$ cat src/hw/rtl/sha256sh_pkg.sv
package sha256sh_pkg;

    typedef struct packed {
        logic [7:0] data_byte;
        logic       byte_present;
        logic       end_of_message;
    } in_word_t;

    typedef struct packed {
        logic [63:0] digest_word;
        logic [1:0]  word_index;
        logic        last_word;
    } out_word_t;

    // Index 0 is H0 / a.
    typedef logic [7:0][31:0] hash_t;

    // Sequencer to core controls.
    typedef struct packed {
        logic       push;
        logic [7:0] push_data;
        logic       load;
        logic       round;
        logic [5:0] round_idx;
        logic       fold;
        logic       reinit;
    } core_ctrl_t;

    localparam logic [7:0] PAD_BYTE = 8'h80;
    localparam logic [5:0] LEN_POS = 6'd56;
    localparam logic [5:0] LAST_POS = 6'd63;

    localparam hash_t INITIAL_H = {
        32'h5be0cd19, 32'h1f83d9ab, 32'h9b05688c, 32'h510e527f,
        32'ha54ff53a, 32'h3c6ef372, 32'hbb67ae85, 32'h6a09e667
    };

    function automatic logic [31:0] big_sigma0(input logic [31:0] x);
        big_sigma0 = {x[1:0], x[31:2]} ^ {x[12:0], x[31:13]} ^ {x[21:0], x[31:22]};
    endfunction

    function automatic logic [31:0] big_sigma1(input logic [31:0] x);
        big_sigma1 = {x[5:0], x[31:6]} ^ {x[10:0], x[31:11]} ^ {x[24:0], x[31:25]};
    endfunction

    function automatic logic [31:0] small_sigma0(input logic [31:0] x);
        small_sigma0 = {x[6:0], x[31:7]} ^ {x[17:0], x[31:18]} ^ {3'b000, x[31:3]};
    endfunction

    function automatic logic [31:0] small_sigma1(input logic [31:0] x);
        small_sigma1 = {x[16:0], x[31:17]} ^ {x[18:0], x[31:19]} ^ {10'b0, x[31:10]};
    endfunction

    function automatic logic [31:0] round_const(input logic [5:0] t);
        logic [31:0] k;
        unique case (t)
            6'd0:  k = 32'h428a2f98;
            6'd1:  k = 32'h71374491;
            6'd2:  k = 32'hb5c0fbcf;
            6'd3:  k = 32'he9b5dba5;
            6'd4:  k = 32'h3956c25b;
            6'd5:  k = 32'h59f111f1;
            6'd6:  k = 32'h923f82a4;
            6'd7:  k = 32'hab1c5ed5;
            6'd8:  k = 32'hd807aa98;
            6'd9:  k = 32'h12835b01;
            6'd10: k = 32'h243185be;
            6'd11: k = 32'h550c7dc3;
            6'd12: k = 32'h72be5d74;
            6'd13: k = 32'h80deb1fe;
            6'd14: k = 32'h9bdc06a7;
            6'd15: k = 32'hc19bf174;
            6'd16: k = 32'he49b69c1;
            6'd17: k = 32'hefbe4786;
            6'd18: k = 32'h0fc19dc6;
            6'd19: k = 32'h240ca1cc;
            6'd20: k = 32'h2de92c6f;
            6'd21: k = 32'h4a7484aa;
            6'd22: k = 32'h5cb0a9dc;
            6'd23: k = 32'h76f988da;
            6'd24: k = 32'h983e5152;
            6'd25: k = 32'ha831c66d;
            6'd26: k = 32'hb00327c8;
            6'd27: k = 32'hbf597fc7;
            6'd28: k = 32'hc6e00bf3;
            6'd29: k = 32'hd5a79147;
            6'd30: k = 32'h06ca6351;
            6'd31: k = 32'h14292967;
            6'd32: k = 32'h27b70a85;
            6'd33: k = 32'h2e1b2138;
            6'd34: k = 32'h4d2c6dfc;
            6'd35: k = 32'h53380d13;
            6'd36: k = 32'h650a7354;
            6'd37: k = 32'h766a0abb;
            6'd38: k = 32'h81c2c92e;
            6'd39: k = 32'h92722c85;
            6'd40: k = 32'ha2bfe8a1;
            6'd41: k = 32'ha81a664b;
            6'd42: k = 32'hc24b8b70;
            6'd43: k = 32'hc76c51a3;
            6'd44: k = 32'hd192e819;
            6'd45: k = 32'hd6990624;
            6'd46: k = 32'hf40e3585;
            6'd47: k = 32'h106aa070;
            6'd48: k = 32'h19a4c116;
            6'd49: k = 32'h1e376c08;
            6'd50: k = 32'h2748774c;
            6'd51: k = 32'h34b0bcb5;
            6'd52: k = 32'h391c0cb3;
            6'd53: k = 32'h4ed8aa4a;
            6'd54: k = 32'h5b9cca4f;
            6'd55: k = 32'h682e6ff3;
            6'd56: k = 32'h748f82ee;
            6'd57: k = 32'h78a5636f;
            6'd58: k = 32'h84c87814;
            6'd59: k = 32'h8cc70208;
            6'd60: k = 32'h90befffa;
            6'd61: k = 32'ha4506ceb;
            6'd62: k = 32'hbef9a3f7;
            6'd63: k = 32'hc67178f2;
            default: k = 32'h0;
        endcase
        round_const = k;
    endfunction

endpackage

$ cat src/hw/rtl/sha256sh_core.sv
module sha256sh_core (
    input  logic                    clk,
    input  logic                    rst_n,
    input  sha256sh_pkg::core_ctrl_t ctrl,
    output sha256sh_pkg::hash_t     hash
);

    // Schedule window: w_reg[15] is the oldest word (W[t] during rounds).
    // Bytes shift in at the bottom, so it doubles as the block buffer.
    logic [15:0][31:0]   w_reg;
    logic [15:0][31:0]   w_next;
    sha256sh_pkg::hash_t v_reg;
    sha256sh_pkg::hash_t v_next;
    sha256sh_pkg::hash_t h_reg;
    sha256sh_pkg::hash_t h_next;

    logic [31:0] t1;
    logic [31:0] t2;
    logic [31:0] ch_val;
    logic [31:0] maj_val;
    logic [31:0] new_w;

    always_comb
    begin
        ch_val  = (v_reg[4] & v_reg[5]) ^ (~v_reg[4] & v_reg[6]);
        maj_val = (v_reg[0] & v_reg[1]) ^ (v_reg[0] & v_reg[2]) ^ (v_reg[1] & v_reg[2]);
        t1 = v_reg[7] + sha256sh_pkg::big_sigma1(v_reg[4]) + ch_val
            + sha256sh_pkg::round_const(ctrl.round_idx) + w_reg[15];
        t2 = sha256sh_pkg::big_sigma0(v_reg[0]) + maj_val;
        new_w = sha256sh_pkg::small_sigma1(w_reg[1]) + w_reg[6]
            + sha256sh_pkg::small_sigma0(w_reg[14]) + w_reg[15];
    end

    always_comb
    begin
        w_next = w_reg;
        v_next = v_reg;
        h_next = h_reg;
        if (ctrl.push)
        begin
            // Shift the window up one byte; the oldest byte drops off the top.
            w_next = 512'({w_reg, ctrl.push_data});
        end
        if (ctrl.load)
        begin
            v_next = h_reg;
        end
        if (ctrl.round)
        begin
            w_next = {w_reg[14:0], new_w};
            v_next = {v_reg[6:4], v_reg[3] + t1, v_reg[2:0], t1 + t2};
        end
        if (ctrl.fold)
        begin
            for (int i = 0; i < 8; i++)
            begin
                h_next[i] = h_reg[i] + v_reg[i];
            end
        end
        if (ctrl.reinit)
        begin
            h_next = sha256sh_pkg::INITIAL_H;
        end
    end

    always_ff @(posedge clk)
    begin
        w_reg <= w_next;
        v_reg <= v_next;
    end

    always_ff @(posedge clk or negedge rst_n)
    begin
        if (!rst_n)
        begin
            h_reg <= sha256sh_pkg::INITIAL_H;
        end
        else
        begin
            h_reg <= h_next;
        end
    end

    assign hash = h_reg;

endmodule

$ cat src/hw/rtl/sha256stream_hasher_top_placeholder.sv
module sha256sh_outreg (
    input  logic                    clk,
    input  logic                    rst_n,
    input  logic                    load,
    input  sha256sh_pkg::out_word_t load_data,
    output logic                    free,
    output logic                    digest_valid,
    input  logic                    digest_ready,
    output sha256sh_pkg::out_word_t digest
);

    logic                    valid_reg;
    logic                    valid_next;
    sha256sh_pkg::out_word_t data_reg;

    // Refill in the same cycle the held word leaves.
    assign free = !valid_reg || digest_ready;

    always_comb
    begin
        valid_next = valid_reg;
        if (load)
        begin
            valid_next = 1'b1;
        end
        else if (digest_ready)
        begin
            valid_next = 1'b0;
        end
    end

    always_ff @(posedge clk or negedge rst_n)
    begin
        if (!rst_n)
        begin
            valid_reg <= 1'b0;
        end
        else
        begin
            valid_reg <= valid_next;
        end
    end

    always_ff @(posedge clk)
    begin
        if (load)
        begin
            data_reg <= load_data;
        end
    end

    assign digest_valid = valid_reg;
    assign digest = data_reg;

endmodule

$ cat src/hw/rtl/sha256_stream_hasher_top.sv
// Channel  | Signals                           | Word
// ---------+-----------------------------------+----------------------------------------
// item     | item_valid, item_ready, item      | data_byte, byte_present, end_of_message
// digest   | digest_valid, digest_ready, digest| digest_word, word_index, last_word
//
// A byte word shifts its byte into the block buffer; the 64th byte of a block adds the
// rounds and a fold, all through the single shared round unit.
// An end word adds 9 to 72 padding bytes, one or two compressions, and the hand-out of
// the four digest words.
// item_ready is high only while the sequencer idles; the last digest word may still
// wait in the output register while the next message starts.
// rst_n clears the sequencer and the bit count and sets the chaining words to their initial values at once.
module sha256_stream_hasher_top (
    input  logic                    clk,
    input  logic                    rst_n,
    input  logic                    item_valid,
    output logic                    item_ready,
    input  sha256sh_pkg::in_word_t  item,
    output logic                    digest_valid,
    input  logic                    digest_ready,
    output sha256sh_pkg::out_word_t digest
);

    localparam logic [2:0] ST_IDLE   = 3'd0;
    localparam logic [2:0] ST_PAD    = 3'd1;
    localparam logic [2:0] ST_ROUND  = 3'd2;
    localparam logic [2:0] ST_FOLD   = 3'd3;
    localparam logic [2:0] ST_DIGEST = 3'd4;

    logic [2:0]  state_reg;
    logic [2:0]  state_next;
    logic [5:0]  fill_reg;
    logic [5:0]  fill_next;
    logic [63:0] bit_count_reg;
    logic [63:0] bit_count_next;
    logic [5:0]  round_reg;
    logic [5:0]  round_next;
    logic        pad_active_reg;
    logic        pad_active_next;
    logic        first_reg;
    logic        first_next;
    logic        len_phase_reg;
    logic        len_phase_next;
    logic [2:0]  len_idx_reg;
    logic [2:0]  len_idx_next;
    logic        final_reg;
    logic        final_next;
    logic [1:0]  word_reg;
    logic [1:0]  word_next;

    sha256sh_pkg::core_ctrl_t ctrl;
    sha256sh_pkg::hash_t      hash;
    sha256sh_pkg::out_word_t  out_data;
    logic                     out_load;
    logic                     out_free;
    logic                     len_emit;

    assign item_ready = (state_reg == ST_IDLE);
    assign len_emit = !first_reg && (len_phase_reg || (fill_reg == sha256sh_pkg::LEN_POS));

    always_comb
    begin
        state_next      = state_reg;
        fill_next       = fill_reg;
        bit_count_next  = bit_count_reg;
        round_next      = round_reg;
        pad_active_next = pad_active_reg;
        first_next      = first_reg;
        len_phase_next  = len_phase_reg;
        len_idx_next    = len_idx_reg;
        final_next      = final_reg;
        word_next       = word_reg;
        ctrl            = '0;
        ctrl.round_idx  = round_reg;
        out_load        = 1'b0;
        out_data.digest_word = {hash[{word_reg, 1'b0}], hash[{word_reg, 1'b1}]};
        out_data.word_index  = word_reg;
        out_data.last_word   = (word_reg == 2'd3);

        unique case (state_reg)
            ST_IDLE:
            begin
                if (item_valid)
                begin
                    pad_active_next = item.end_of_message;
                    first_next = 1'b1;
                    if (item.byte_present)
                    begin
                        ctrl.push = 1'b1;
                        ctrl.push_data = item.data_byte;
                        fill_next = fill_reg + 6'd1;
                        bit_count_next = bit_count_reg + 64'd8;
                    end
                    if (item.byte_present && fill_reg == sha256sh_pkg::LAST_POS)
                    begin
                        ctrl.load = 1'b1;
                        round_next = '0;
                        state_next = ST_ROUND;
                    end
                    else if (item.end_of_message)
                    begin
                        state_next = ST_PAD;
                    end
                end
            end
            ST_PAD:
            begin
                ctrl.push = 1'b1;
                fill_next = fill_reg + 6'd1;
                first_next = 1'b0;
                if (first_reg)
                begin
                    ctrl.push_data = sha256sh_pkg::PAD_BYTE;
                end
                else if (len_emit)
                begin
                    ctrl.push_data = bit_count_reg[{len_idx_reg, 3'b000} +: 8];
                    len_phase_next = 1'b1;
                    len_idx_next = len_idx_reg - 3'd1;
                    if (len_idx_reg == 3'd0)
                    begin
                        final_next = 1'b1;
                        pad_active_next = 1'b0;
                    end
                end
                else
                begin
                    ctrl.push_data = 8'h00;
                end
                if (fill_reg == sha256sh_pkg::LAST_POS)
                begin
                    ctrl.load = 1'b1;
                    round_next = '0;
                    state_next = ST_ROUND;
                end
            end
            ST_ROUND:
            begin
                ctrl.round = 1'b1;
                round_next = round_reg + 6'd1;
                if (round_reg == sha256sh_pkg::LAST_POS)
                begin
                    state_next = ST_FOLD;
                end
            end
            ST_FOLD:
            begin
                ctrl.fold = 1'b1;
                priority if (final_reg)
                begin
                    word_next = '0;
                    state_next = ST_DIGEST;
                end
                else if (pad_active_reg)
                begin
                    state_next = ST_PAD;
                end
                else
                begin
                    state_next = ST_IDLE;
                end
            end
            ST_DIGEST:
            begin
                if (out_free)
                begin
                    out_load = 1'b1;
                    word_next = word_reg + 2'd1;
                    if (word_reg == 2'd3)
                    begin
                        // Hand out the last word and start over from the initial values.
                        ctrl.reinit = 1'b1;
                        bit_count_next = '0;
                        final_next = 1'b0;
                        len_phase_next = 1'b0;
                        len_idx_next = 3'd7;
                        state_next = ST_IDLE;
                    end
                end
            end
            default:
            begin
                state_next = ST_IDLE;
            end
        endcase
    end

    always_ff @(posedge clk or negedge rst_n)
    begin
        if (!rst_n)
        begin
            state_reg      <= ST_IDLE;
            fill_reg       <= '0;
            bit_count_reg  <= '0;
            round_reg      <= '0;
            pad_active_reg <= 1'b0;
            first_reg      <= 1'b0;
            len_phase_reg  <= 1'b0;
            len_idx_reg    <= 3'd7;
            final_reg      <= 1'b0;
            word_reg       <= '0;
        end
        else
        begin
            state_reg      <= state_next;
            fill_reg       <= fill_next;
            bit_count_reg  <= bit_count_next;
            round_reg      <= round_next;
            pad_active_reg <= pad_active_next;
            first_reg      <= first_next;
            len_phase_reg  <= len_phase_next;
            len_idx_reg    <= len_idx_next;
            final_reg      <= final_next;
            word_reg       <= word_next;
        end
    end

    sha256sh_core u_core (
        .clk   (clk),
        .rst_n (rst_n),
        .ctrl  (ctrl),
        .hash  (hash)
    );

    sha256sh_outreg u_outreg (
        .clk          (clk),
        .rst_n        (rst_n),
        .load         (out_load),
        .load_data    (out_data),
        .free         (out_free),
        .digest_valid (digest_valid),
        .digest_ready (digest_ready),
        .digest       (digest)
    );

endmodule

$ cat config.mk
export PLATFORM = sky130hd
export DESIGN_NAME = sha256_stream_hasher_top
export DESIGN_NICKNAME = d
export VERILOG_FILES = /design/src/hw/rtl/sha256sh_pkg.sv /design/src/hw/rtl/sha256sh_core.sv /design/src/hw/rtl/sha256stream_hasher_top_placeholder.sv /design/src/hw/rtl/sha256_stream_hasher_top.sv
export SDC_FILE = /design/constraint.sdc
export NUM_CORES = 2
export LEC_CHECK = 0
export BUFFER_PORTS_ARGS = -buffer_cell sky130_fd_sc_hd__buf_2
export CORE_ASPECT_RATIO = 1.2
export CORE_MARGIN = 5
export CORE_UTILIZATION = 65
export CTS_CLUSTER_SIZE = 8
export DETAILED_ROUTE_END_ITERATION = 6
export PLACE_DENSITY = 0.91
export SLEW_MARGIN = 25
export SYNTH_ARGS = -nofsm -noshare
export SYNTH_HDL_FRONTEND = slang
export SYNTH_SLANG_ARGS = --single-unit
export TNS_END_PERCENT = 30
$ cat constraint.sdc
create_clock -name clk -period 17.1 [get_ports clk]
set_input_delay 0 -clock clk [delete_from_list [all_inputs] [get_ports clk]]
set_output_delay 0 -clock clk [all_outputs]
set_load 0.05 [all_outputs]
==> key figures <==
Outcome
  – Status: finished clean

Critical path
  – Startpoint Class: flip-flop
  – Worst path slowest cell: dfrtp_1
  – CP Data Required Time: 17.76 ns
  – Crit path capture type: flip-flop
  – Largest stage delay, worst path: 0.79 ns
  – CP Data Arrival Time: 11.45 ns
  – Critical path type: flip-flop to flip-flop
  – Critical path's most frequent cell: fa_1
  – Worst-path maximum fanout: 18

Timing
  – Max-slew violations: 0
  – # setup viols final: 0
  – Final hold viol count: 0
  – Clk_skew: 0.0638 ns
  – Slew margin rel.: 0.225
  – Tmin final: 10.79 ns
  – RSZ-0062 raised after global routing: false
  – Max Clk Rate: 0.0926 GHz
  – Final period utilization: 0.631
  – Slew @ Worst Pin: 1.16 ns
  – TNS Setup: 0 ns

Detailed routing
  – Wire per inst: 27.7 um
  – WL final: 269000 um
  – Via count: 65100
  – Drt pass-1 iters: 7
  – Via density: 6.69
  – DRC Markers: 0
  – Detail Route Antenna Nets: 0
  – Iteration-0 DRC Markers: 8610

Clock tree
  – CTS HTree Levels: 4
  – Clk_lat worst skew: 0.83 ns
  – CTS clk-pin slew, worst paths: 0.05 ns
  – Post-CTS setup buffer count: 0
  – Total CTS buffers: 166
  – CTS root buffer: clkbuf_16
  – Clk buf depth: 3
  – TritonCTS clock tree: built
  – Clock Sinks: 1177
  – Cts repair resizes: 0

Placed design
  – I/O Buffers: 82
  – HPWL after DPL: 190000 um
  – RD Place Congestion: 1.06

Layout
  – Nets: 8680
  – Share of layout cells above drive strength 1: 0.0799
  – Max FFs per register: 512
  – Area Growth Syn to Fin: 8.64%
  – Commonest non-fill, non-tap cell in the layout: nand2_1
  – Leading cell types in the layout, fill and taps excluded: nand2_1 (2351), edfxtp_1 (835), o21ai_0 (498)

Die
  – Starting Density: 0.653
  – Chip width: 324 um
  – Row cnt: 138
  – Chip Height: 387 um
  – Core Region: 118000 um^2
  – Die ar.: 126000 um^2
  – Ports: 83

Yosys
  – Post-synthesis sequential area ratio: 0.439
  – Post-synth ARST share: 0.291
  – Ys Warns: 0
  – Syn Inst Count: 8182
  – Synth cell types: 91
  – Synth Flop Type: edfxtp_1
  – Yosys reg bits: 1177
  – Cell Area, Synth: 77100 um^2
  – Syn nets: 8791
  – Avg Inst Size Synth: 9.42 um^2
  – Number of flops mapped to enable cells by yosys: 835

Global routing
  – Total grt overflow: 0
  – Initial antenna violation count: 12
  – Largest net degree at the start of global routing: 287
  – GR Util All Layers: 0.417
  – First-pass GRT wire length: 395000 um
  – Vias in the first global route: 63800

Min path
  – Worst Hold Class: input port to flip-flop

Run
  – Max-Cap Viols: 0
==> timing repair <==
action,in CTS,in global routing
setup endpoints to repair,0,0
hold buffers,21,0
endpoints found under the hold margin,121,0
==> metal layers <==
metal,vias up,part of all wire,global-route usage
met5,-,0.00014,0
li1,28100,-,-
met4,6,0.11,0.368
met3,1227,0.096,0.0805
met2,4351,0.45,0.662
met1,31400,0.34,0.485
==> path summary, 6_finish.rpt <==
kind | from | to | slack [ns] | cells past startpoint
worst max register to register | round_reg[1]$_DFFE_PN0P_ | u_core.v_reg[29]$_DFFE_PP_ | 6.31 | 31
worst min-delay path | digest_ready | u_outreg.digest_valid$_DFFE_PN0P_ | 0.05 | 4
max in group asynchronous | rst_n | u_core.hash[74]$_DFFE_PN0P_ | 14.99 | 5
worst min register to register | fill_reg[5]$_DFFE_PN0P_ | fill_reg[5]$_DFFE_PN0P_ | 0.48 | 1
min in group asynchronous | rst_n | len_idx_reg[0]$_DFFE_PN1P_ | 0.44 | 3
worst max-delay path | round_reg[1]$_DFFE_PN0P_ | u_core.v_reg[29]$_DFFE_PP_ | 6.31 | 31
==> critical path: cells and delay by family, from the launching register on <==
family | cells | cell delay [ns]
AOI/OAI and AO/OA | 11 | 3.06
and+or+nand+nor | 8 | 1.97
buffers and inverters | 3 | 0.66
adders and majority gates | 8 | 3.67
muxes | 1 | 0.47
DFF | 1 | 0.79
==> cell type report <==
cell class | instances | area [um^2]
clock buffer | 274 | 4580
sequential | 1177 | 33800
multi-input combinational | 6286 | 40600
timing repair buffer | 180 | 1380
fill | 8271 | 34200
clock inverter | 17 | 425
tap | 1540 | 1930
antenna | 2 | 5.00
inverter | 260 | 983
==> cell families (layout without fill, tap and decap cells) <==
| group | count (synthesis) | count (layout) | synth area share |
|---|---|---|---|
| other cells | 0 | 2 | 0 |
| fa+ha+maj | 621 | 621 | 0.119 |
| simple gates | 3310 | 3310 | 0.178 |
| flops | 1177 | 1177 | 0.439 |
| buf+inv | 719 | 731 | 0.0352 |
| compound gates | 1596 | 1596 | 0.127 |
| xor+xnor | 619 | 619 | 0.0704 |
| mux | 140 | 140 | 0.0321 |
==> cell usage after synthesis, types with 40 or more instances <==
library cell,number,area [um^2]
nand3_1,157,786
dfrtp_1,203,5080
mux4_2,83,1870
nor2_1,345,1290
nor2b_1,45,282
edfxtp_1,835,25100
nand4_1,40,250
ha_1,400,5000
and3_1,47,294
nand2_1,2355,8840
o21a_1,49,368
nand2b_1,71,444
a31oi_1,50,313
fa_1,195,3900
dfstp_2,139,3650
o21bai_1,49,368
inv_1,258,968
clkbuf_1,422,1580
nor3_1,121,606
a211oi_1,49,368
a21oi_1,456,2280
a21o_1,176,1320
xor2_1,215,1880
o21ai_0,499,2500
xnor2_1,404,3540
==> through the flow <==
| stage | cell area (um^2) | hold WS, ns | std cells | util | setup WS, ns |
|---|---|---|---|---|---|
| after floorplan | 77100 | -0.296 | 8182 | - | 3.63 |
| after global placement | 78300 | 0.105 | 9418 | 0.664 | 7.05 |
| after detailed placement | 78400 | 0.112 | 9418 | 0.664 | 6.71 |
| after CTS | 83600 | 0.00782 | 9730 | 0.709 | 6.67 |
| after global routing | 83700 | 0.0832 | 9734 | 0.710 | 5.81 |
| final | 83700 | 0.0517 | 9736 | 0.710 | 6.31 |
Power is not shown: default switching activity piles up to over one toggle a cycle in this logic, so the estimate is an artifact.
